<file path="config.mk">
export PLATFORM = sky130hd
export DESIGN_NAME = jpws_front
export DESIGN_NICKNAME = d
export VERILOG_FILES = /design/src/design/jpws_pkg.sv /design/src/design/jpws_front.sv
export SDC_FILE = /design/constraint.sdc
export NUM_CORES = 1
export LEC_CHECK = 0
export BUFFER_PORTS_ARGS = -buffer_cell sky130_fd_sc_hd__buf_2
export CORE_ASPECT_RATIO = 0.8
export CORE_MARGIN = 8
export CORE_UTILIZATION = 41
export DETAILED_ROUTE_END_ITERATION = 8
export GPL_ROUTABILITY_DRIVEN = 0
export PLACE_DENSITY_LB_ADDON = 0.15
export SYNTH_ARGS = -nofsm -noshare
export SYNTH_HDL_FRONTEND = slang
export SYNTH_SLANG_ARGS = --single-unit
export TNS_END_PERCENT = 20
</file>
<file path="constraint.sdc">
create_clock -name clk -period 8.23 [get_ports clk]
set_clock_uncertainty 0.15 [all_clocks]
set_input_delay 1.646 -clock clk [delete_from_list [all_inputs] [get_ports clk]]
set_output_delay 1.646 -clock clk [all_outputs]
set_load 0.01 [all_outputs]
</file>
<file path="src/design/jpws_pkg.sv">
// Shared types and constants of the joint position window smoother.
package jpws_pkg;

  localparam int JOINTS      = 16;
  localparam int JOINT_W     = 4;
  localparam int SLOT_W      = 2;
  localparam int SLOT_MAX    = 4;
  localparam int COORD_W     = 16;
  localparam int CONF_W      = 8;
  localparam int AXES        = 3;
  localparam int QUEUE_DEPTH = 2;
  localparam int QPTR_W      = $clog2(QUEUE_DEPTH);

  localparam logic [CONF_W-1:0]  CONF_RESET = 8'd128;
  localparam logic [JOINT_W-1:0] LEFT_HIP   = 4'd9;
  localparam logic [JOINT_W-1:0] RIGHT_HIP  = 4'd12;
  localparam logic [JOINT_W-1:0] WAIST      = 4'd15;
  localparam logic               CMD_SAMPLE = 1'b0;
  localparam logic               CMD_CLEAR  = 1'b1;
  // Bias between an offset-binary quotient and its two's complement value
  localparam logic [COORD_W-1:0] SIGN_FLIP  = 16'h8000;

  // Class of a request after the front end has looked at it
  typedef enum logic [1:0] {
    K_SAMPLE,
    K_CLEAR,
    K_SKIP
  } kind_t;

  // Back end sequencer states
  typedef enum logic [2:0] {
    B_IDLE,
    B_JRD,
    B_RRD,
    B_DIV,
    B_OUT
  } bstate_t;

  // Raw request as it arrives on the input channel
  typedef struct packed {
    logic                              cmd;
    logic [SLOT_W-1:0]                 slot;
    logic [JOINT_W-1:0]                joint;
    logic [AXES-1:0][COORD_W-1:0]      pos;
    logic [CONF_W-1:0]                 conf;
  } in_item_t;

  // Classified request handed from front to back
  typedef struct packed {
    kind_t                             kind;
    logic [SLOT_W-1:0]                 slot;
    logic [JOINT_W-1:0]                joint;
    logic                              slot_ok;
    logic                              valid;
    logic [AXES-1:0][COORD_W-1:0]      raw;
  } item_t;

  // One result
  typedef struct packed {
    logic [SLOT_W-1:0]                 slot;
    logic [JOINT_W-1:0]                joint;
    logic [AXES-1:0][COORD_W-1:0]      avg;
    logic                              held;
    logic                              cleared;
  } res_t;

endpackage

</file>
<file path="src/design/jpws_front.sv">
// Front end: classifies requests, keeps the hip latches and forms the waist value.
module jpws_front import jpws_pkg::*; #(
  parameter int PLAYERS = 4
) (
  input  logic              clk,
  input  logic              rst_n,
  input  in_item_t          in_item,
  input  logic              in_valid,
  output logic              in_ready,
  input  logic [CONF_W-1:0] threshold,
  input  logic              q_full,
  output logic              q_push,
  output item_t             q_item
);

  localparam int NSLOT  = (PLAYERS < SLOT_MAX) ? PLAYERS : SLOT_MAX;
  localparam int HIP_IW = (NSLOT > 1) ? $clog2(NSLOT) : 1;

  logic [AXES-1:0][COORD_W-1:0] lhip_pos_r [NSLOT];
  logic [AXES-1:0][COORD_W-1:0] rhip_pos_r [NSLOT];
  logic [NSLOT-1:0]             lhip_ok_r;
  logic [NSLOT-1:0]             rhip_ok_r;
  logic [HIP_IW-1:0]            hidx;
  logic                         slot_ok;
  logic                         conf_ok;
  logic                         is_left;
  logic                         is_right;
  logic [COORD_W:0]             hip_sum [AXES];

  // Stall the input only while the queue is full
  assign in_ready = !q_full;
  assign q_push   = in_valid && in_ready;
  assign hidx     = in_item.slot[HIP_IW-1:0];

  // Classify the request and build the value to filter
  always_comb begin
    slot_ok  = int'(in_item.slot) < PLAYERS;
    conf_ok  = in_item.conf >= threshold;
    is_left  = (in_item.cmd == CMD_SAMPLE) && slot_ok && (in_item.joint == LEFT_HIP);
    is_right = (in_item.cmd == CMD_SAMPLE) && slot_ok && (in_item.joint == RIGHT_HIP);

    q_item.slot    = in_item.slot;
    q_item.joint   = in_item.joint;
    q_item.slot_ok = slot_ok;
    if (in_item.cmd == CMD_CLEAR) begin
      q_item.kind = K_CLEAR;
    end else if (slot_ok) begin
      q_item.kind = K_SAMPLE;
    end else begin
      q_item.kind = K_SKIP;
    end

    for (int a = 0; a < AXES; a++) begin
      hip_sum[a] = {lhip_pos_r[hidx][a][COORD_W-1], lhip_pos_r[hidx][a]}
                 + {rhip_pos_r[hidx][a][COORD_W-1], rhip_pos_r[hidx][a]};
    end

    if (in_item.joint == WAIST) begin
      // Waist: floor mean of the latched hips
      q_item.valid = lhip_ok_r[hidx] && rhip_ok_r[hidx];
      for (int a = 0; a < AXES; a++) begin
        q_item.raw[a] = hip_sum[a][COORD_W:1];
      end
    end else begin
      q_item.valid = conf_ok;
      q_item.raw   = in_item.pos;
    end
  end

  // Latch hip validity; drop it on a clear of the slot
  always_ff @(posedge clk) begin
    if (!rst_n) begin
      lhip_ok_r <= '0;
      rhip_ok_r <= '0;
    end else if (q_push) begin
      if (in_item.cmd == CMD_CLEAR && slot_ok) begin
        lhip_ok_r[hidx] <= 1'b0;
        rhip_ok_r[hidx] <= 1'b0;
      end
      if (is_left) begin
        lhip_ok_r[hidx] <= conf_ok;
      end
      if (is_right) begin
        rhip_ok_r[hidx] <= conf_ok;
      end
    end
  end

  // Latch hip positions
  always_ff @(posedge clk) begin
    if (q_push && is_left) begin
      lhip_pos_r[hidx] <= in_item.pos;
    end
    if (q_push && is_right) begin
      rhip_pos_r[hidx] <= in_item.pos;
    end
  end

endmodule

</file>
==> results by group, run 1 <==
Detailed routing
  – WL met3: 1500 um
  – Remaining antenna violation count: 0
  – Routed wire length: 38100 um
  – Drt wl/cell: 22.0 um
  – Drt pass-1 iters: 7
  – Max Used Layer: met5
  – Vias/cell: 5.45
  – Via count: 9457
  – Met2 routed WL: 18200 um
  – Metal1 wirelength: 17900 um
  – Iteration-0 DRC Markers: 637
  – Remaining DRCs: 0

Worst setup path
  – Crit-path cells: buf_6 -> buf_4 -> mux4_2 -> fa_1 -> a21o_1 -> a21oi_1 -> o221ai_1 -> a21oi_1 -> o21ai_0 -> xnor2_1 -> o21ai_0 -> buf_2
  – CP Data Arrival Time: 5.42 ns
  – Worst-path maximum fanout: 56
  – R2R cell count: 2
  – Critical path endpoint category: output pin
  – Delay of the slowest cell on the worst path: 0.60 ns
  – Kind of critical path: input pin to output pin
  – Slowest CP cell: buf_6
  – Crit path required time: 6.43 ns
  – CP startpoint kind: input pin

Synth
  – Synth Warn #: 0
  – Synth async-reset ratio: 0
  – FF+latch count, synth: 392
  – Syn avg cell area: 17.0 um^2
  – Seq/Total Area, Yosys: 0.680
  – Synthesized instance count: 1013
  – Library cells used by synthesis: 63
  – Post-Syn Area: 17200 um^2
  – Post-synth EDFFs: 384
  – Mapped Nets: 1144
  – Ys flop type: edfxtp_1

Floorplanning
  – Row cnt: 67
  – Core area: 41600 um^2
  – Top Ports: 135
  – Die Y: 199 um
  – Width of the die: 245 um
  – Initial Util: 0.413
  – Die Footprint: 48800 um^2

Hold path
  – Hold Crit Depth: 2
  – Hold WC Path Type: register to register

STA
  – Setup TNS: 0 ns
  – Final Hold Fails: 0
  – Final setup margin: 1.01 ns
  – Tcrit/Tclk final: 0.877
  – Worst-Margin Slew: 0.949 ns
  – FMAX: 139 MHz
  – RSZ-0062 raised after global routing: no
  – Final Max Tran Viols: 0
  – Tmin final: 7.22 ns
  – Hold slack final: 0.322 ns
  – Relative slew slack: 0.367
  – Final setup fails: 0

Clocking
  – Total clock sinks: 392
  – TritonCTS clock tree: yes
  – Clk_lat worst skew: 0.53 ns
  – Cts bufs inserted: 41
  – Hold_buf cts: 0
  – Clock tree root buffer cell: clkbuf_16
  – Postcts setup bufs: 0
  – H-Tree Depth: 2
  – Clock slew at reported path FFs: 0.06 ns
  – Worst-case clock buffer depth: 3
  – Resized cells post-CTS: 0

Global routing
  – Gr ovfl total: 0
  – Antenna violations before repair: 2
  – Number of global-route vias before repair: 9640
  – First-pass GRT wire length: 58600 um
  – Largest net degree at the start of global routing: 61
  – Total GRT Usage: 0.156

Power and ir drop
  – Reg power frac: 0.511
  – Comb power frac: 0.089
  – Net Sw Frac: 0.217
  – Max VDD drop: 0.107 mV
  – Power Internal: 3360 uW
  – Pwr dens: 218 nW/um^2
  – Total power: 4290 uW
  – Switch Pwr: 931 uW
  – Leakage: 0.00680 uW
  – Clock power frac: 0.399

Placement
  – Input/output buffers: 132
  – Pre-CTS WS: 0.969 ns
  – Dpl hpwl: 23300 um

Cells and area
  – Ratio of cells with drive above 1 in the final layout: 0.265
  – Post-layout nets: 1288
  – Final design utilization: 0.474
  – Area Overhead vs Synth: 14.6%

Status
  – Result of the run: complete, no violations

Run
  – Max-Cap Viols: 0
-- routing by layer --
layer | vias up | GRT usage
met5 | - | 0
met3 | 41 | 0.0270
li1 | 4359 | -
met2 | 179 | 0.253
met4 | 2 | 0.0342
met1 | 4876 | 0.220
-- cell usage in the layout (no fill, tap or decap), types with 16 or more instances in the layout --
cell         n
a21o_1      16
xnor2_1     19
clkbuf_16   43
buf_4       21
mux4_2      93
edfxtp_1   384
nor2_1      18
nand3_1     23
nand2_1     96
o21ai_0     60
buf_2      130
ha_1        53
a21oi_1     32
inv_1       18
-- cells in the mapped netlist, types with 8 or more instances --
cell type / n / share of area
edfxtp_1: 384 / 0.67
nand2_1: 96 / 0.021
nor2_1: 18 / 0.0039
xnor2_1: 19 / 0.0097
a21oi_1: 32 / 0.0093
o31ai_1: 9 / 0.0039
dfxtp_1: 8 / 0.0093
buf_4: 9 / 0.0039
clkbuf_1: 26 / 0.0057
xor2_1: 15 / 0.0076
a21o_1: 16 / 0.0070
o211ai_1: 10 / 0.0044
buf_2: 9 / 0.0026
nand3_1: 23 / 0.0067
inv_1: 18 / 0.0039
mux4_2: 93 / 0.12
nand4_1: 8 / 0.0029
o21ai_0: 60 / 0.017
ha_1: 53 / 0.039
-- area by class of cell --
| cell class | count | area [um^2] |
|---|---|---|
| fillers | 3577 | 21900 |
| flip-flops and latches | 392 | 11700 |
| multi-input cells | 552 | 5190 |
| clock buffers | 51 | 1110 |
| repair buffers | 152 | 820 |
| well taps | 552 | 691 |
| clock inverters | 18 | 130 |
| inverters | 18 | 67.6 |
| diodes | 1 | 2.50 |
-- per-stage QoR --
stage	instances	area, um^2
final	1736	19700
after floorplan	1013	17200
after CTS	1735	19700
after global routing	1736	19700
after detailed placement	1666	18500
after global placement	1666	18500
-- registers in the layout (all words and copies together), names as in the netlist --
name	cells
lhip_pos_r	192
rhip_pos_r	192
lhip_ok_r	4
rhip_ok_r	4
-- path summary, 6_finish.rpt --
kind | from | end | slack, ns
worst max-delay path | in_item[60] | q_item[29] | 1.01
worst min-delay path | lhip_ok_r[2] | lhip_ok_r[2] | 0.32
worst max register to register | rhip_ok_r[2] | rhip_ok_r[2] | 7.46
worst min register to register | lhip_ok_r[2] | lhip_ok_r[2] | 0.32
-- worst max-delay path, delay by kind of cell --
kind / cells / cell delay (ns)
buffers and inverters: 3 / 1.14
muxes: 1 / 0.57
AOI/OAI and AO/OA: 6 / 1.38
adders and majority gates: 1 / 0.45
xor gates and xnor gates: 1 / 0.16
-- kinds of logic (layout without fill, tap and decap cells) --
kind of cell | Yosys count | count (layout) | synth area share
flops | 392 | 392 | 0.680
simple gates | 187 | 187 | 0.0502
compound gates | 179 | 179 | 0.0690
mux | 94 | 94 | 0.122
buf+inv | 69 | 239 | 0.0182
fa+ha+maj | 56 | 56 | 0.0421
xor+xnor | 34 | 34 | 0.0173
other cells | 2 | 3 | 0.000437
-- power by group through the flow --
stage	combinational [uW]	sequential, uW	clock, uW
global placement	386	2240	0
detailed placement	388	2240	0
global route	427	2190	1830
CTS	390	2190	1760
finish	384	2190	1710
floorplan	254	2240	0
No activity file was read; power rests on OpenSTA's default activity.
==> run 2: changes to the inputs <==
--- a/config.mk
+++ b/config.mk
@@ -8,7 +8,7 @@
 export BUFFER_PORTS_ARGS = -buffer_cell sky130_fd_sc_hd__buf_2
 export CORE_ASPECT_RATIO = 0.8
 export CORE_MARGIN = 8
-export CORE_UTILIZATION = 41
+export CORE_UTILIZATION = 65
 export DETAILED_ROUTE_END_ITERATION = 8
 export GPL_ROUTABILITY_DRIVEN = 0
 export PLACE_DENSITY_LB_ADDON = 0.15
==> results by group, run 2 (same netlist as run 1, synthesis figures left out) <==
Power and ir drop
  – Pwr dens: 218 nW/um^2 (about the same)
  – Leakage: 0.00673 uW (was 0.00680 uW)
  – Max VDD drop: 0.152 mV (was 0.107 mV)

Cells and area
  – Ratio of cells with drive above 1 in the final layout: 0.260 (was 0.265)
  – Area Overhead vs Synth: 12.6% (was 14.6%)
  – Most common cell after layout, fill and taps aside: edfxtp_1 (unchanged)
  – Top Registers: lhip_pos_r (192), rhip_pos_r (192) (unchanged)
  – Final design utilization: 0.740 (was 0.474)
  – Most frequent cells in the layout: 384 x edfxtp_1, 130 x buf_2, 96 x nand2_1, 93 x mux4_2, 60 x o21ai_0 (unchanged)
  – Fillcell total: 1612 (was 3577)
  – Post-layout nets: 1281 (was 1288)
  – Non-filler instance count after layout: 1536 (was 1736)

STA
  – Final setup fails: 0 (unchanged)
  – Final Hold Fails: 0 (unchanged)
  – Final setup margin: 1.06 ns (was 1.01 ns)
  – Tmin final: 7.17 ns (was 7.22 ns)
  – FMAX: 140 MHz (was 139 MHz)
  – Hold slack final: 0.325 ns (was 0.322 ns)
  – Setup TNS: 0 ns (unchanged)
  – Relative slew slack: 0.338 (was 0.367)
  – Final Max Tran Viols: 0 (unchanged)
  – RSZ-0062 raised after global routing: no (unchanged)
  – Tcrit/Tclk final: 0.871 (was 0.877)
  – Worst-Margin Slew: 0.993 ns (was 0.949 ns)

Global routing
  – Largest net degree at the start of global routing: 97 (was 61)
  – Gr ovfl total: 0 (unchanged)
  – Number of global-route vias before repair: 9604 (was 9640)
  – Total GRT Usage: 0.226 (was 0.156)
  – First-pass GRT wire length: 55200 um (was 58600 um)
  – Antenna violations before repair: 3 (was 2)

Clocking
  – TritonCTS clock tree: yes (unchanged)
  – Postcts setup bufs: 0 (unchanged)
  – Total clock sinks: 392 (unchanged)
  – Clock slew at reported path FFs: 0.06 ns (about the same)
  – Resized cells post-CTS: 0 (unchanged)
  – Hold_buf cts: 0 (unchanged)
  – H-Tree Depth: 2 (unchanged)
  – Clk_lat worst skew: 0.50 ns (was 0.53 ns)
  – Cts bufs inserted: 37 (was 41)
  – Worst-case clock buffer depth: 3 (unchanged)
  – Clock tree root buffer cell: clkbuf_16 (unchanged)

Worst setup path
  – CP startpoint kind: input pin (unchanged)
  – CP Data Arrival Time: 5.37 ns (was 5.42 ns)
  – Critical path endpoint category: output pin (unchanged)
  – Delay of the slowest cell on the worst path: 0.63 ns (was 0.60 ns)
  – Crit-path cells: buf_6 -> mux4_2 -> fa_1 -> a21oi_1 -> o221ai_1 -> o21ai_0 -> nor3_1 -> or3b_2 -> a311oi_1 -> a21o_1 -> buf_2 (was buf_6 -> buf_4 -> mux4_2 -> fa_1 -> a21o_1 -> a21oi_1 -> o221ai_1 -> a21oi_1 -> o21ai_0 -> xnor2_1 -> o21ai_0 -> buf_2)
  – Crit path required time: 6.43 ns (about the same)
  – Kind of critical path: input pin to output pin (unchanged)
  – Worst-path maximum fanout: 64 (was 56)
  – Slowest CP cell: mux4_2 (was buf_6)

Floorplanning
  – Die Footprint: 31900 um^2 (was 48800 um^2)
  – Row cnt: 53 (was 67)
  – Width of the die: 198 um (was 245 um)
  – Initial Util: 0.658 (was 0.413)
  – Top Ports: 135 (unchanged)
  – Core area: 26100 um^2 (was 41600 um^2)
  – Die Y: 161 um (was 199 um)

Placement
  – Input/output buffers: 132 (unchanged)
  – Pre-CTS WS: 1.02 ns (was 0.969 ns)
  – Dpl hpwl: 21200 um (was 23300 um)
  – Placed insts: 1468 (was 1666)

Status
  – Result of the run: complete, no violations (unchanged)

Hold path
  – Hold WC Path Type: register to register (unchanged)

Detailed routing
  – Routed wire length: 36200 um (was 38100 um)
  – Iteration-0 DRC Markers: 878 (was 637)
  – Drt pass-1 iters: 5 (was 7)
  – Drt wl/cell: 23.6 um (was 22.0 um)
  – Remaining DRCs: 0 (unchanged)
  – Via count: 9671 (was 9457)
  – Vias/cell: 6.30 (was 5.45)
  – Remaining antenna violation count: 0 (unchanged)

Run
  – Max-Cap Viols: 0 (unchanged)
==> run 2: changes by cell type in the layout (fill, tap and decap cells not counted) <==
cell,before,now
inv_6,1,0
clkinvlp_4,0,1
buf_4,21,18
diode_2,1,3
clkbuf_16,43,37
bufinv_16,2,4
clkinv_1,11,7
clkbuf_1,8,12
==> run 2: critical path, delay by kind of cell <==
family                   cells  cell delay, ns
AO/OA/AOI/OAI                5            1.23
adder cells (fa/ha/maj)      1            0.44
buffers and inverters        2            0.74
multiplexers                 1            0.63
AND/OR/NAND/NOR              2            0.60
==> run 2: through the flow <==
stage	total power [uW]	instance area, um^2
4_1_cts	4240	19300
5_1_grt	4340	19300
2_1_floorplan	2490	17200
6_report	4210	19300
3_3_place_gp	2610	18200
3_5_place_dp	2620	18200
==> run 2: final cells by class <==
class | instances | area (um^2) | share of cell area
Multi-Input combinational cell | 552 | 5190 | 0.268
Antenna cell | 3 | 7.51 | 0.000388
Tap cell | 357 | 447 | 0.0231
Clock buffer | 49 | 971 | 0.0502
Sequential cell | 392 | 11700 | 0.604
Inverter | 18 | 67.6 | 0.00349
Clock inverter | 16 | 174 | 0.00899
Timing Repair Buffer | 149 | 797 | 0.0412
==> run 2: power breakdown <==
| group | total [uW] | switching (uW) | leakage [uW] | internal (uW) |
|---|---|---|---|---|
| Sequential | 2190 | 0.981 | 0.00352 | 2190 |
| Combinational | 384 | 226 | 0.00266 | 158 |
| Clock | 1640 | 683 | 0.000553 | 954 |
| Total | 4210 | 910 | 0.00673 | 3310 |
==> run 2: path summary, 6_finish.rpt <==
kind,start,to,slack [ns],cells past startpoint
worst min register to register,lhip_ok_r[0],lhip_ok_r[0],0.33,2
worst max-delay path,in_item[60],q_item[47],1.06,11
worst max register to register,rhip_ok_r[2],rhip_ok_r[2],7.46,2
worst min-delay path,lhip_ok_r[0],lhip_ok_r[0],0.33,2
==> run 2: per-layer routing <==
| metal | up-vias | share of wire | wire length [um] | global-route usage |
|---|---|---|---|---|
| met3 | 43 | 0.061 | 2210 | 0.0320 |
| met5 | - | 0 | 0 | 0 |
| met4 | 0 | 0.016 | 589 | 0.0627 |
| met1 | 4940 | 0.43 | 15700 | 0.319 |
| met2 | 342 | 0.49 | 17700 | 0.370 |
| li1 | 4346 | - | - | - |
