[src/design/jpws_pkg.sv]
// Shared types and constants of the joint position window smoother.
package jpws_pkg;

  localparam int JOINTS      = 16;
  localparam int JOINT_W     = 4;
  localparam int SLOT_W      = 2;
  localparam int SLOT_MAX    = 4;
  localparam int COORD_W     = 16;
  localparam int CONF_W      = 8;
  localparam int AXES        = 3;
  localparam int QUEUE_DEPTH = 2;
  localparam int QPTR_W      = $clog2(QUEUE_DEPTH);

  localparam logic [CONF_W-1:0]  CONF_RESET = 8'd128;
  localparam logic [JOINT_W-1:0] LEFT_HIP   = 4'd9;
  localparam logic [JOINT_W-1:0] RIGHT_HIP  = 4'd12;
  localparam logic [JOINT_W-1:0] WAIST      = 4'd15;
  localparam logic               CMD_SAMPLE = 1'b0;
  localparam logic               CMD_CLEAR  = 1'b1;
  // Bias between an offset-binary quotient and its two's complement value
  localparam logic [COORD_W-1:0] SIGN_FLIP  = 16'h8000;

  // Class of a request after the front end has looked at it
  typedef enum logic [1:0] {
    K_SAMPLE,
    K_CLEAR,
    K_SKIP
  } kind_t;

  // Back end sequencer states
  typedef enum logic [2:0] {
    B_IDLE,
    B_JRD,
    B_RRD,
    B_DIV,
    B_OUT
  } bstate_t;

  // Raw request as it arrives on the input channel
  typedef struct packed {
    logic                              cmd;
    logic [SLOT_W-1:0]                 slot;
    logic [JOINT_W-1:0]                joint;
    logic [AXES-1:0][COORD_W-1:0]      pos;
    logic [CONF_W-1:0]                 conf;
  } in_item_t;

  // Classified request handed from front to back
  typedef struct packed {
    kind_t                             kind;
    logic [SLOT_W-1:0]                 slot;
    logic [JOINT_W-1:0]                joint;
    logic                              slot_ok;
    logic                              valid;
    logic [AXES-1:0][COORD_W-1:0]      raw;
  } item_t;

  // One result
  typedef struct packed {
    logic [SLOT_W-1:0]                 slot;
    logic [JOINT_W-1:0]                joint;
    logic [AXES-1:0][COORD_W-1:0]      avg;
    logic                              held;
    logic                              cleared;
  } res_t;

endpackage

[src/design/jpws_queue.sv]
// Short request queue between the front and back ends.
module jpws_queue import jpws_pkg::*; (
  input  logic  clk,
  input  logic  rst_n,
  input  logic  push,
  input  item_t push_item,
  output logic  full,
  input  logic  pop,
  output item_t head_item,
  output logic  not_empty
);

  item_t             mem_r [QUEUE_DEPTH];
  logic [QPTR_W-1:0] wr_ptr_r;
  logic [QPTR_W-1:0] rd_ptr_r;
  logic [QPTR_W:0]   count_r;

  assign full      = count_r == (QPTR_W+1)'(QUEUE_DEPTH);
  assign not_empty = count_r != '0;
  assign head_item = mem_r[rd_ptr_r];

  // Advance pointers and count
  always_ff @(posedge clk) begin
    if (!rst_n) begin
      wr_ptr_r <= '0;
      rd_ptr_r <= '0;
      count_r  <= '0;
    end else begin
      if (push) begin
        wr_ptr_r <= wr_ptr_r + QPTR_W'(1);
      end
      if (pop) begin
        rd_ptr_r <= rd_ptr_r + QPTR_W'(1);
      end
      if (push && !pop) begin
        count_r <= count_r + (QPTR_W+1)'(1);
      end else if (pop && !push) begin
        count_r <= count_r - (QPTR_W+1)'(1);
      end
    end
  end

  // Hold entries
  always_ff @(posedge clk) begin
    if (push) begin
      mem_r[wr_ptr_r] <= push_item;
    end
  end

endmodule

[config.mk]
export PLATFORM = sky130hd
export DESIGN_NAME = jpws_queue
export DESIGN_NICKNAME = d
export VERILOG_FILES = /design/src/design/jpws_pkg.sv /design/src/design/jpws_queue.sv
export SDC_FILE = /design/constraint.sdc
export NUM_CORES = 1
export LEC_CHECK = 0
export ABC_AREA = 0
export BUFFER_PORTS_ARGS = -buffer_cell sky130_fd_sc_hd__buf_2
export CAP_MARGIN = 20
export CORE_ASPECT_RATIO = 0.75
export CORE_MARGIN = 2
export CORE_UTILIZATION = 30
export DETAILED_ROUTE_END_ITERATION = 8
export HOLD_SLACK_MARGIN = 0.02
export PLACE_DENSITY = 0.57
export SLEW_MARGIN = 20
export SYNTH_ARGS = -nofsm -noshare
export SYNTH_HDL_FRONTEND = slang
export SYNTH_SLANG_ARGS = --single-unit
[constraint.sdc]
create_clock -name clk -period 7.2 [get_ports clk]
set_clock_uncertainty 0.2 [all_clocks]
set_input_delay 1.08 -clock clk [delete_from_list [all_inputs] [get_ports clk]]
set_output_delay 1.08 -clock clk [all_outputs]
set_load 0.01 [all_outputs]
==> impl_metrics.prom, run 1 <==
# TYPE chip_impl_metric gauge
chip_impl_metric{name="report.final.hold_viol_count",unit=""} 0
chip_impl_metric{name="synthesis.area",unit="µm²"} 4478
chip_impl_metric{name="fp-row-count",unit=""} 38
chip_impl_metric{name="core_area",unit="µm²"} 14550
chip_impl_metric{name="finalMaxSlewViolations",unit=""} 0
chip_impl_metric{name="seq_area_frac_synth",unit=""} 0.8002
chip_impl_metric{name="netSwitchingFraction",unit=""} 0.2011
chip_impl_metric{name="power.share.sequential",unit=""} 0.473
chip_impl_metric{name="cellInternalPower",unit="mW"} 1.416
chip_impl_metric{name="synth_enable_flop_cells",unit=""} 116
chip_impl_info{name="grt_setup_unrepaired",value="no"} 1
chip_impl_info{name="worst_hold_startpoint",value="count_r[1]"} 1
chip_impl_metric{name="h_tree_depth",unit=""} 4
chip_impl_metric{name="pwr-share-clk",unit=""} 0.442
chip_impl_metric{name="timing.final.crit_share",unit=""} 0.4468
chip_impl_metric{name="portBuffers",unit=""} 121
chip_impl_metric{name="reg2reg_depth",unit=""} 2
chip_impl_info{name="endpoint_kind",value="output pin"} 1
chip_impl_metric{name="ff_latch_area",unit="µm²"} 3587
chip_impl_metric{name="grt_util_all_layers",unit=""} 0.1009
chip_impl_metric{name="routed-via-count",unit=""} 2270
chip_impl_metric{name="asyncSetResetFlopFracSynth",unit=""} 0
chip_impl_info{name="hp-class",value="reg2reg"} 1
chip_impl_metric{name="setup_viol",unit=""} 0
chip_impl_metric{name="worst-path-max-fanout",unit=""} 58
chip_impl_metric{name="place_inst",unit=""} 519
chip_impl_metric{name="multiInputGateArea",unit="µm²"} 854.6
chip_impl_metric{name="initial_utilization",unit=""} 0.3078
chip_impl_metric{name="dieWidth",unit="µm"} 145.1
chip_impl_metric{name="global_route_wire_length_before_repair",unit="mm"} 11.86
chip_impl_metric{name="syn_inst",unit=""} 202
chip_impl_metric{name="ys_seq_elements",unit=""} 121
chip_impl_metric{name="cts_hold_buf",unit=""} 0
chip_impl_metric{name="remaining_routing_drc_violations",unit=""} 0
chip_impl_metric{name="route.detailed.vias_per_inst",unit=""} 4.120
chip_impl_metric{name="final_core_utilization",unit=""} 0.4039
chip_impl_metric{name="die_area",unit="µm²"} 15930
chip_impl_metric{name="mapped_nets",unit=""} 265
chip_impl_metric{name="clkLatencyLatePin",unit="ps"} 400
chip_impl_info{name="r2r_start",value="wr_ptr_r"} 1
chip_impl_metric{name="vdd.ir_drop.worst",unit="mV"} 0.1501
chip_impl_metric{name="rrSetupSlack",unit="ps"} 5050
chip_impl_metric{name="detailedRoute.firstPassIterationCount",unit=""} 4
chip_impl_metric{name="area_growth_syn_to_layout",unit="%"} 31.24
chip_impl_metric{name="grt_antenna_before_repair",unit=""} 0
chip_impl_metric{name="instances_no_fill",unit=""} 551
chip_impl_metric{name="synth_area_per_cell",unit="µm²"} 22.17
chip_impl_info{name="yosys_most_used_dff",value="sky130_fd_sc_hd__edfxtp_1"} 1
chip_impl_metric{name="grt_max_degree",unit=""} 59
chip_impl_metric{name="dp_hpwl",unit="mm"} 4.882
chip_impl_metric{name="cts_repair_resize_count",unit=""} 0
chip_impl_info{name="synthDominantAreaCellType",value="sky130_fd_sc_hd__edfxtp_1"} 1
chip_impl_metric{name="die_h",unit="µm"} 109.8
chip_impl_metric{name="fin_setup_tns",unit="ps"} 0
chip_impl_metric{name="period_minus_slack",unit="ps"} 3217
chip_impl_info{name="outcome",value="completed"} 1
chip_impl_metric{name="detail_route.wl_per_cell",unit="µm"} 14.14
chip_impl_metric{name="clk_pin_slew_worst_paths",unit="ps"} 50
chip_impl_info{name="yosys-top-cells-area",value="sky130_fd_sc_hd__edfxtp_1, sky130_fd_sc_hd__mux2_2, sky130_fd_sc_hd__mux2_4, sky130_fd_sc_hd__dfxtp_1, sky130_fd_sc_hd__and2_1"} 1
chip_impl_metric{name="synth_cell_type_count",unit=""} 19
chip_impl_metric{name="upper_clock_frequency_limit",unit="MHz"} 310.8
chip_impl_metric{name="total_leakage_power",unit="nW"} 2.252
chip_impl_info{name="timing.setup.critical_path_class",value="reg2out"} 1
chip_impl_metric{name="fill_cells",unit=""} 1368
chip_impl_metric{name="final_layout_size_suffix_gt1_frac",unit=""} 0.6011
chip_impl_metric{name="io_pins",unit=""} 122
chip_impl_metric{name="final_nets",unit=""} 401
chip_impl_metric{name="worst_margin_pin_slew",unit="ps"} 886.5
chip_impl_metric{name="cp_data_arrival_time",unit="ps"} 1940
chip_impl_metric{name="drt_wl_total",unit="mm"} 7.790
chip_impl_info{name="cts-root-buf",value="sky130_fd_sc_hd__clkbuf_16"} 1
chip_impl_metric{name="drt_first_iter_violations",unit=""} 91
chip_impl_metric{name="postCtsSetupRepairBufs",unit=""} 0
chip_impl_metric{name="number_of_global_route_vias_before_repair",unit=""} 2372
chip_impl_metric{name="cap_violations",unit=""} 0
chip_impl_metric{name="synth_top_area_frac",unit=""} 0.7779
chip_impl_metric{name="required",unit="ps"} 5920
chip_impl_metric{name="pwr-share-comb",unit=""} 0.086
chip_impl_metric{name="cts_max_path_buffers",unit=""} 2
chip_impl_info{name="timing.hold.worst_endpoint",value="count_r[1]"} 1
chip_impl_metric{name="hold-path-cell-count",unit=""} 2
chip_impl_info{name="crit-reg2reg-capture",value="mem_r[0][17]"} 1
chip_impl_metric{name="design_power_total",unit="mW"} 1.773
chip_impl_metric{name="clkSinkCount",unit=""} 121
chip_impl_metric{name="detail-route-antenna-nets",unit=""} 0
chip_impl_metric{name="diodes",unit=""} 0
chip_impl_info{name="tritoncts",value="done"} 1
chip_impl_metric{name="tritoncts_buffers",unit=""} 17
chip_impl_metric{name="gpl.final_weighted_congestion",unit=""} 0.6627
chip_impl_metric{name="grt.overflow.total",unit=""} 0
chip_impl_metric{name="final.hold.worst_slack",unit="ps"} 307.4
chip_impl_info{name="critPathLaunchType",value="flip-flop"} 1
chip_impl_metric{name="power_density",unit="nW/µm²"} 301.7
chip_impl_metric{name="relSlewSlack",unit=""} 0.4090
chip_impl_metric{name="switching_power",unit="µW"} 356.6
chip_impl_metric{name="yosysWarningCount",unit=""} 0
worst max-delay path by stage:
stage | endpoint | depth (start not counted)
floorplan | mem_r[0][0] | 1
CTS | head_item[57] | 2
detailed placement | mem_r[0][27] | 3
global placement | mem_r[0][7] | 3
finish | head_item[57] | 2
global route | head_item[57] | 2
registers in the layout, indices dropped and copies added, names as in the netlist, named ones only:
name	cells
mem_r	116
rd_ptr_r	1
wr_ptr_r	1
count_r	2
worst max-delay path, cell delays in order (launching register included):
cell	delay, ps
sky130_fd_sc_hd__dfxtp_4	930
sky130_fd_sc_hd__mux2_2	440
sky130_fd_sc_hd__buf_2	140
cell families (layout without fill, tap and decap cells):
| logic type | after synthesis | in the layout | share of synthesized area |
|---|---|---|---|
| DFF | 121 | 121 | 0.8002 |
| muxes | 58 | 58 | 0.1626 |
| and+or+nand+nor | 9 | 9 | 0.01313 |
| buffers and inverters | 7 | 156 | 0.01090 |
| AOI/OAI and AO/OA | 3 | 3 | 0.004471 |
| xor gates and xnor gates | 3 | 3 | 0.005869 |
| adders and majority gates | 1 | 1 | 0.002794 |
cell usage after synthesis, drive strengths merged, types with 2 or more instances:
cell    instances
dfxtp           5
buf             6
and2            4
edfxtp        116
nor2b           2
mux2           58
xor2            2
area by class of cell:
cell class / count / share of cell area
timing repair buffer: 123 / 0.1056
multi-input combinational: 74 / 0.1454
clock buffer: 29 / 0.08857
inverter: 1 / 0.0006387
sequential: 121 / 0.6104
clock inverter: 3 / 0.006813
tap: 200 / 0.04258
per-layer routing:
metal,up-vias,track usage,share of wire
met2,86,0.1531,0.46
met5,-,0,0
met4,0,0.04832,0.0099
met3,9,0.05228,0.079
li1,1069,-,-
met1,1106,0.1199,0.45
layout by cell type, fill, tap and decap left out, types with 3 or more instances in the layout:
| master | n |
|---|---|
| sky130_fd_sc_hd__and2_1 | 3 |
| sky130_fd_sc_hd__buf_2 | 121 |
| sky130_fd_sc_hd__clkbuf_1 | 7 |
| sky130_fd_sc_hd__clkbuf_16 | 17 |
| sky130_fd_sc_hd__clkbuf_8 | 5 |
| sky130_fd_sc_hd__dfxtp_1 | 4 |
| sky130_fd_sc_hd__edfxtp_1 | 116 |
| sky130_fd_sc_hd__mux2_2 | 38 |
| sky130_fd_sc_hd__mux2_4 | 20 |
per-stage QoR:
stage | setup slack (ps) | area (µm²)
finish | 3983 | 5877
global route | 3854 | 5877
CTS | 3902 | 5877
detailed placement | 4090 | 5316
global placement | 4129 | 5316
floorplan | 2849 | 4478
power by group through the flow:
stage	clock, mW	combinational (mW)	sequential [mW]
global placement	0	0.153	0.851
floorplan	0	0.102	0.837
global route	0.840	0.164	0.842
detailed placement	0	0.154	0.853
finish	0.783	0.152	0.838
CTS	0.810	0.155	0.839
No activity file was read; power rests on OpenSTA's default activity.
==> run 2, diff against run 1 <==
--- a/config.mk
+++ b/config.mk
@@ -5,7 +5,7 @@
 export SDC_FILE = /design/constraint.sdc
 export NUM_CORES = 1
 export LEC_CHECK = 0
-export ABC_AREA = 0
+export ABC_AREA = 1
 export BUFFER_PORTS_ARGS = -buffer_cell sky130_fd_sc_hd__buf_2
 export CAP_MARGIN = 20
 export CORE_ASPECT_RATIO = 0.75
==> constraint.sdc (replaced) <==
create_clock -name clk -period 3 [get_ports clk]
set_clock_uncertainty 0.2 [all_clocks]
set_input_delay 0.45 -clock clk [delete_from_list [all_inputs] [get_ports clk]]
set_output_delay 0.45 -clock clk [all_outputs]
set_load 0.01 [all_outputs]
==> run 2 against run 1 <==
Against the previous run: synthesized area rose by 0.22%; via count rose by 11%; die area rose by 0.22%; design area rose by 8.9%; combinational power rose to 2.6 times the previous value; critical path depth rose by 1; sequential cell count did not move; count of clock-buffer cells in the layout fell by 10; setup slack got worse by 3500 ps; utilization rose by 3.6 points; highest routed layer unchanged.
==> impl_metrics.prom, run 2 <==
# TYPE chip_impl_metric gauge
chip_impl_metric{name="grt_max_degree",unit=""} 34
chip_impl_metric{name="clkSinkCount",unit=""} 121
chip_impl_metric{name="core_area",unit="µm²"} 14550
chip_impl_info{name="tritoncts",value="done"} 1
chip_impl_metric{name="final_layout_size_suffix_gt1_frac",unit=""} 0.5121
chip_impl_metric{name="dp_hpwl",unit="mm"} 5.533
chip_impl_metric{name="period_minus_slack",unit="ps"} 2499
chip_impl_metric{name="area_growth_syn_to_layout",unit="%"} 42.65
chip_impl_metric{name="cap_violations",unit=""} 0
chip_impl_metric{name="relSlewSlack",unit=""} 0.6831
chip_impl_metric{name="worst-path-max-fanout",unit=""} 30
chip_impl_metric{name="fp-row-count",unit=""} 38
chip_impl_metric{name="asyncSetResetFlopFracSynth",unit=""} 0
chip_impl_metric{name="tritoncts_buffers",unit=""} 17
chip_impl_info{name="synth_common_cells",value="sky130_fd_sc_hd__edfxtp_1, sky130_fd_sc_hd__mux2_2, sky130_fd_sc_hd__mux2_4, sky130_fd_sc_hd__nand2_1"} 1
chip_impl_metric{name="final.hold.worst_slack",unit="ps"} 42.21
chip_impl_metric{name="report.final.hold_viol_count",unit=""} 0
chip_impl_info{name="worst_hold_startpoint",value="push_item[36]"} 1
chip_impl_metric{name="finalMaxSlewViolations",unit=""} 0
chip_impl_metric{name="detail-route-antenna-nets",unit=""} 0
chip_impl_info{name="final_cell_mix",value="sky130_fd_sc_hd__buf_2, sky130_fd_sc_hd__edfxtp_1, sky130_fd_sc_hd__dlygate4sd3_1"} 1
chip_impl_metric{name="drt_first_iter_violations",unit=""} 140
chip_impl_metric{name="detailedRoute.firstPassIterationCount",unit=""} 4
chip_impl_info{name="crit-reg2reg-capture",value="mem_r[1][56]"} 1
chip_impl_metric{name="final_nets",unit=""} 465
chip_impl_info{name="timing.hold.worst_endpoint",value="mem_r[0][36]"} 1
chip_impl_metric{name="worst_margin_pin_slew",unit="ps"} 475.4
chip_impl_metric{name="place_inst",unit=""} 535
chip_impl_metric{name="synth_enable_flop_cells",unit=""} 116
chip_impl_metric{name="setup_viol",unit=""} 0
chip_impl_info{name="outcome",value="completed"} 1
chip_impl_info{name="yosys_most_used_dff",value="sky130_fd_sc_hd__edfxtp_1"} 1
chip_impl_metric{name="met2RoutedLength",unit="mm"} 3.904
chip_impl_info{name="max_flop_register",value="mem_r"} 1
chip_impl_metric{name="vdd.ir_drop.worst",unit="mV"} 0.5397
chip_impl_metric{name="grt_antenna_before_repair",unit=""} 0
chip_impl_metric{name="hold-path-cell-count",unit=""} 1
chip_impl_metric{name="final_critical_path_setup_slack",unit="ps"} 500.9
chip_impl_metric{name="detail_route.wl_per_cell",unit="µm"} 14.17
chip_impl_metric{name="upper_clock_frequency_limit",unit="MHz"} 400.1
chip_impl_metric{name="h_tree_depth",unit=""} 4
chip_impl_metric{name="cts_max_path_buffers",unit=""} 2
chip_impl_metric{name="grt.overflow.total",unit=""} 0
chip_impl_metric{name="initial_utilization",unit=""} 0.3085
chip_impl_info{name="cts-root-buf",value="sky130_fd_sc_hd__clkbuf_16"} 1
chip_impl_metric{name="route.detailed.vias_per_inst",unit=""} 4.104
chip_impl_metric{name="clkLatencyLatePin",unit="ps"} 400
chip_impl_metric{name="required",unit="ps"} 2350
chip_impl_info{name="final_common_cell",value="sky130_fd_sc_hd__buf_2"} 1
chip_impl_info{name="yosys-top-cells-area",value="sky130_fd_sc_hd__edfxtp_1, sky130_fd_sc_hd__mux2_2, sky130_fd_sc_hd__mux2_4, sky130_fd_sc_hd__dfxtp_1, sky130_fd_sc_hd__nand2_1"} 1
chip_impl_metric{name="synth_area_per_cell",unit="µm²"} 20.87
chip_impl_metric{name="timing.final.crit_share",unit=""} 0.8330
chip_impl_metric{name="cp_data_arrival_time",unit="ps"} 1850
chip_impl_metric{name="mapped_nets",unit=""} 278
chip_impl_info{name="hp-class",value="in2reg"} 1
chip_impl_info{name="route.top_layer_used",value="met4"} 1
chip_impl_info{name="synthDominantAreaCellType",value="sky130_fd_sc_hd__edfxtp_1"} 1
chip_impl_metric{name="fin_setup_tns",unit="ps"} 0
chip_impl_metric{name="remaining_routing_drc_violations",unit=""} 0
chip_impl_info{name="grt_setup_unrepaired",value="no"} 1
chip_impl_metric{name="instances_no_fill",unit=""} 614
chip_impl_metric{name="die_h",unit="µm"} 109.9
chip_impl_metric{name="place_area",unit="µm²"} 5356
chip_impl_metric{name="clk_pin_slew_worst_paths",unit="ps"} 50
chip_impl_metric{name="total_leakage_power",unit="nW"} 2.502
chip_impl_metric{name="portBuffers",unit=""} 121
chip_impl_metric{name="synth_cell_type_count",unit=""} 14
chip_impl_info{name="largest_registers",value="mem_r x116, count_r x2"} 1
chip_impl_metric{name="diodes",unit=""} 0
chip_impl_metric{name="power_density",unit="nW/µm²"} 678.0
chip_impl_metric{name="synth_top_area_frac",unit=""} 0.7761
chip_impl_metric{name="seq_area_frac_synth",unit=""} 0.7984
chip_impl_metric{name="grt_util_all_layers",unit=""} 0.1138
chip_impl_metric{name="ys_seq_elements",unit=""} 121
chip_impl_metric{name="yosysWarningCount",unit=""} 0
chip_impl_metric{name="max_ffs_per_register",unit=""} 116
chip_impl_metric{name="routed-wl-met3",unit="µm"} 566
chip_impl_info{name="synth_most_common_cell",value="sky130_fd_sc_hd__edfxtp_1"} 1
chip_impl_info{name="timing.setup.critical_path_class",value="reg2out"} 1
chip_impl_metric{name="synthesis.area",unit="µm²"} 4488
chip_impl_metric{name="design_area",unit="µm²"} 6402
chip_impl_metric{name="gpl.final_weighted_congestion",unit=""} 0.7239
chip_impl_metric{name="syn_inst",unit=""} 215
chip_impl_metric{name="design_power_total",unit="mW"} 4.341
chip_impl_metric{name="detail_route.wirelength.met1",unit="mm"} 4.086
chip_impl_metric{name="final_core_utilization",unit=""} 0.4401
chip_impl_metric{name="number_of_global_route_vias_before_repair",unit=""} 2655
chip_impl_info{name="endpoint_kind",value="output pin"} 1
chip_impl_metric{name="die_area",unit="µm²"} 15970
chip_impl_metric{name="reg2reg_depth",unit=""} 3
chip_impl_metric{name="dieWidth",unit="µm"} 145.2
chip_impl_metric{name="io_pins",unit=""} 122
chip_impl_metric{name="rrSetupSlack",unit="ps"} 1460
chip_impl_info{name="r2r_start",value="wr_ptr_r"} 1
chip_impl_metric{name="drt_wl_total",unit="mm"} 8.703
chip_impl_metric{name="routed-via-count",unit=""} 2520
chip_impl_info{name="critPathLaunchType",value="flip-flop"} 1
chip_impl_metric{name="global_route_wire_length_before_repair",unit="mm"} 13.37
chip_impl_metric{name="pre_cts_setup_slack",unit="ps"} 882.4
[run 2: changes by cell type in the layout (fill, tap and decap cells not counted), sizes merged, moves of 3 or more]
| cell | previous run | this run |
|---|---|---|
| inv | 1 | 8 |
| clkinv | 2 | 8 |
| buf | 123 | 126 |
| dlygate4sd3 | 0 | 48 |
| nor2 | 0 | 8 |
| clkbuf | 29 | 19 |
| and2 | 4 | 0 |
| nand2 | 0 | 9 |
[run 2: cell type report]
class                           count  area, µm²
Fill cell                        1348       8147
Sequential cell                   121       3587
Timing Repair Buffer              174       1136
Multi-Input combinational cell     80      833.3
Clock buffer                       19      432.9
Tap cell                          200      250.2
Clock inverter                     12      132.6
Inverter                            8      30.03
[run 2: cells by family after synthesis]
logic type / Yosys count / share of synthesized area
AOI/OAI and AO/OA: 2 / 0.002228
DFF: 121 / 0.7984
and+or+nand+nor: 19 / 0.01673
buffers and inverters: 14 / 0.01756
muxes: 58 / 0.1623
adders and majority gates: 1 / 0.002787
[run 2: worst max path at each step]
stage                     slack (ps)  startpoint       endpoint  cells after the start
after floorplan                  400        push    mem_r[0][0]                      2
after global placement           910   flip-flop   head_item[9]                      3
after detailed placement         880   flip-flop  head_item[10]                      3
after CTS                        430   flip-flop   head_item[8]                      3
after global routing             370   flip-flop  head_item[53]                      3
final                            500   flip-flop  head_item[50]                      3
[run 2: report_power, final]
part	total, mW	switching, mW	leakage, nW	internal [mW]
combinational	0.400	0.185	1.10	0.215
sequential	1.99	0.0348	1.13	1.96
clock	1.95	0.671	0.276	1.28
[run 2: layer usage]
metal  vias to the layer above  GRT usage
met5                         -          0
met4                         0    0.05812
met3                        11    0.05477
met2                        84     0.1682
met1                      1222     0.1398
li1                       1203          -
[run 2: what timing repair did]
item / 4_1_cts / 5_1_grt
endpoints found under the hold margin: 96 / 0
setup buffers: 0 / 0
resized for setup: 0 / 0
hold buffers: 48 / 0
[run 2: critical path, stage by stage (launching register included)]
cell and delay, ps:
sky130_fd_sc_hd__dfxtp_4 650, sky130_fd_sc_hd__buf_12 280, sky130_fd_sc_hd__mux2_2 360, sky130_fd_sc_hd__buf_2 140
==> run 3, diff against run 2 <==
==> constraint.sdc (replaced) <==
create_clock -name clk -period 2.55 [get_ports clk]
set_clock_uncertainty 0.2 [all_clocks]
set_input_delay 0.3825 -clock clk [delete_from_list [all_inputs] [get_ports clk]]
set_output_delay 0.3825 -clock clk [all_outputs]
set_load 0.01 [all_outputs]
==> run 3 against run 2 <==
Against the previous run: power is 11% higher; clock power is essentially flat; via count about the same; sequential share of layout area down 0.48 points; global-route usage shrank 0.27 points; first-iteration DRC count down 49%; design area increased by 0.86%; utilization grew 0.38 points; die area stayed put; combinational power rose by 26%; sequential cell count unchanged; critical endpoint is now head_item[16]; largest cell class unchanged.
==> impl_metrics.prom, run 3 (synthesis results as in run 2) <==
# TYPE chip_impl_metric gauge
chip_impl_metric{name="dieWidth",unit="µm"} 145.2
chip_impl_metric{name="clkLatencyLatePin",unit="ps"} 400
chip_impl_info{name="crit_slowest_cell",value="sky130_fd_sc_hd__mux2_2"} 1
chip_impl_metric{name="relSlewSlack",unit=""} 0.6225
chip_impl_metric{name="final_layout_size_suffix_gt1_frac",unit=""} 0.5012
chip_impl_metric{name="routed-via-count",unit=""} 2519
chip_impl_metric{name="pre_cts_setup_slack",unit="ps"} 740.7
chip_impl_metric{name="finalMaxSlewViolations",unit=""} 0
chip_impl_metric{name="switching_power",unit="mW"} 1.032
chip_impl_metric{name="cts_max_path_buffers",unit=""} 2
chip_impl_metric{name="rrSetupSlack",unit="ps"} 950
chip_impl_metric{name="dp_hpwl",unit="mm"} 5.273
chip_impl_metric{name="final_nets",unit=""} 475
chip_impl_metric{name="drt_first_iter_violations",unit=""} 72
chip_impl_metric{name="netSwitchingFraction",unit=""} 0.2146
chip_impl_metric{name="grt.overflow.total",unit=""} 0
chip_impl_metric{name="die_area",unit="µm²"} 15970
chip_impl_metric{name="tritoncts_buffers",unit=""} 17
chip_impl_metric{name="worst_margin_pin_slew",unit="ps"} 564.9
chip_impl_info{name="outcome",value="completed"} 1
chip_impl_metric{name="vdd.ir_drop.worst",unit="mV"} 0.4508
chip_impl_metric{name="postCtsSetupRepairBufs",unit=""} 0
chip_impl_info{name="worst_setup_path_endpoint",value="head_item[16]"} 1
chip_impl_info{name="cts-root-buf",value="sky130_fd_sc_hd__clkbuf_16"} 1
chip_impl_metric{name="grt_util_all_layers",unit=""} 0.1111
chip_impl_info{name="critical_path.cell_chain",value="buf_12 -> mux2_2 -> buf_2"} 1
chip_impl_metric{name="worst_path_largest_cell_delay",unit="ps"} 390
chip_impl_metric{name="cellInternalPower",unit="mW"} 3.776
chip_impl_metric{name="report.final.hold_viol_count",unit=""} 0
chip_impl_metric{name="fin_setup_tns",unit="ps"} 0
chip_impl_metric{name="power.share.sequential",unit=""} 0.484
chip_impl_metric{name="max_ffs_per_register",unit=""} 116
chip_impl_metric{name="upper_clock_frequency_limit",unit="MHz"} 452.1
chip_impl_metric{name="area_growth_syn_to_layout",unit="%"} 43.88
chip_impl_metric{name="global_route_wire_length_before_repair",unit="mm"} 13.10
chip_impl_metric{name="detail-route-antenna-nets",unit=""} 0
chip_impl_info{name="grt.busiest_layer",value="met2"} 1
chip_impl_metric{name="number_of_global_route_vias_before_repair",unit=""} 2690
chip_impl_metric{name="timing.final.crit_share",unit=""} 0.8674
chip_impl_metric{name="h_tree_depth",unit=""} 4
chip_impl_info{name="tritoncts",value="done"} 1
chip_impl_metric{name="cp_data_arrival_time",unit="ps"} 1630
chip_impl_metric{name="gpl.final_weighted_congestion",unit=""} 0.6997
chip_impl_metric{name="fill_cells",unit=""} 1328
chip_impl_metric{name="initial_utilization",unit=""} 0.3085
chip_impl_metric{name="reg2reg_depth",unit=""} 3
chip_impl_metric{name="detail_route.wl_per_cell",unit="µm"} 13.39
chip_impl_metric{name="fp-row-count",unit=""} 38
chip_impl_info{name="endpoint_kind",value="output pin"} 1
chip_impl_metric{name="required",unit="ps"} 1970
chip_impl_metric{name="pwr-share-comb",unit=""} 0.105
chip_impl_info{name="grt_setup_unrepaired",value="no"} 1
chip_impl_metric{name="io_pins",unit=""} 122
chip_impl_metric{name="detailedRoute.firstPassIterationCount",unit=""} 4
chip_impl_metric{name="clkSinkCount",unit=""} 121
chip_impl_metric{name="grt_max_degree",unit=""} 59
chip_impl_info{name="timing.setup.critical_path_class",value="reg2out"} 1
chip_impl_metric{name="route.detailed.vias_per_inst",unit=""} 4.030
chip_impl_metric{name="diodes",unit=""} 0
chip_impl_info{name="final_common_cell",value="sky130_fd_sc_hd__buf_2"} 1
chip_impl_metric{name="final_critical_path_setup_slack",unit="ps"} 338.2
chip_impl_metric{name="remaining_routing_drc_violations",unit=""} 0
chip_impl_info{name="critPathLaunchType",value="flip-flop"} 1
chip_impl_metric{name="cap_violations",unit=""} 0
chip_impl_info{name="r2r_start",value="wr_ptr_r"} 1
chip_impl_metric{name="place_area",unit="µm²"} 5381
chip_impl_metric{name="final.hold.worst_slack",unit="ps"} 42.41
chip_impl_metric{name="design_area",unit="µm²"} 6457
chip_impl_metric{name="total_leakage_power",unit="nW"} 2.526
chip_impl_metric{name="portBuffers",unit=""} 121
chip_impl_metric{name="clk_pin_slew_worst_paths",unit="ps"} 50
chip_impl_metric{name="hold-path-cell-count",unit=""} 3
chip_impl_info{name="crit-reg2reg-capture",value="mem_r[1][31]"} 1
chip_impl_metric{name="core_area",unit="µm²"} 14550
chip_impl_metric{name="globalRouteMet2Util",unit=""} 0.1737
chip_impl_info{name="max_flop_register",value="mem_r"} 1
chip_impl_info{name="hp-class",value="in2reg"} 1
chip_impl_info{name="final_cell_mix",value="sky130_fd_sc_hd__buf_2, sky130_fd_sc_hd__edfxtp_1, sky130_fd_sc_hd__dlygate4sd3_1"} 1
chip_impl_metric{name="die_h",unit="µm"} 109.9
chip_impl_metric{name="met1_resource_use_gr",unit=""} 0.1282
chip_impl_metric{name="power_density",unit="nW/µm²"} 744.5
chip_impl_metric{name="period_minus_slack",unit="ps"} 2212
chip_impl_metric{name="worst-path-max-fanout",unit=""} 58
chip_impl_info{name="worst_hold_startpoint",value="rst_n"} 1
chip_impl_metric{name="drt_wl_total",unit="mm"} 8.368
chip_impl_info{name="largest_registers",value="mem_r x116, count_r x2"} 1
chip_impl_metric{name="pwr-share-clk",unit=""} 0.411
chip_impl_metric{name="met3_usage",unit=""} 0.05851
chip_impl_metric{name="setup_viol",unit=""} 0
chip_impl_metric{name="grt_antenna_before_repair",unit=""} 0
## run 3: cell type report
| type | instances | area [µm²] | share of cell area |
|---|---|---|---|
| flip-flops and latches | 121 | 3587 | 0.5555 |
| repair buffers | 184 | 1261 | 0.1953 |
| multi-input cells | 80 | 833.3 | 0.1290 |
| clock buffers | 19 | 432.9 | 0.06704 |
| well taps | 200 | 250.2 | 0.03875 |
| clock inverters | 13 | 62.56 | 0.009688 |
| inverters | 8 | 30.03 | 0.004650 |
## run 3: worst max-delay path, delay by kind of cell (launching register included)
family | cells | cell delay (ps)
buffers and inverters | 2 | 460
multiplexers | 1 | 390
flip-flops | 1 | 340
## run 3: how the worst min path moves through the flow
| stage | end | slack [ps] |
|---|---|---|
| floorplan | flip-flop | 260 |
| global placement | rd_ptr_r | 280 |
| detailed placement | rd_ptr_r | 310 |
| CTS | wr_ptr_r | 20 |
| global route | wr_ptr_r | 30 |
| finish | wr_ptr_r | 40 |
## run 3: stage by stage
step	power [mW]	std cells	util
2_1_floorplan	2.612	215	-
3_5_place_dp	2.809	535	0.3699
4_1_cts	4.887	625	0.4438
3_3_place_gp	2.800	535	0.3699
6_report	4.808	625	0.4438
5_1_grt	5.030	625	0.4438
## run 3: power groups by stage
stage               registers, mW  logic [mW]  clock network, mW
global placement             2.36       0.439                  0
detailed placement           2.37       0.443                  0
finish                       2.33       0.504               1.98
global route                 2.33       0.550               2.15
CTS                          2.33       0.514               2.05
floorplan                    2.36       0.250                  0
## run 3: repair_timing
item	4_1_cts	5_1_grt
hold endpoints to repair	116	0
hold buffers	58	0
gates resized for setup	0	0
## run 3: routing by layer
metal / routed length (µm) / vias to the layer above
met5: 0 / -
li1: - / 1222
met4: 107 / 0
met2: 3913 / 86
met3: 601 / 9
met1: 3745 / 1202
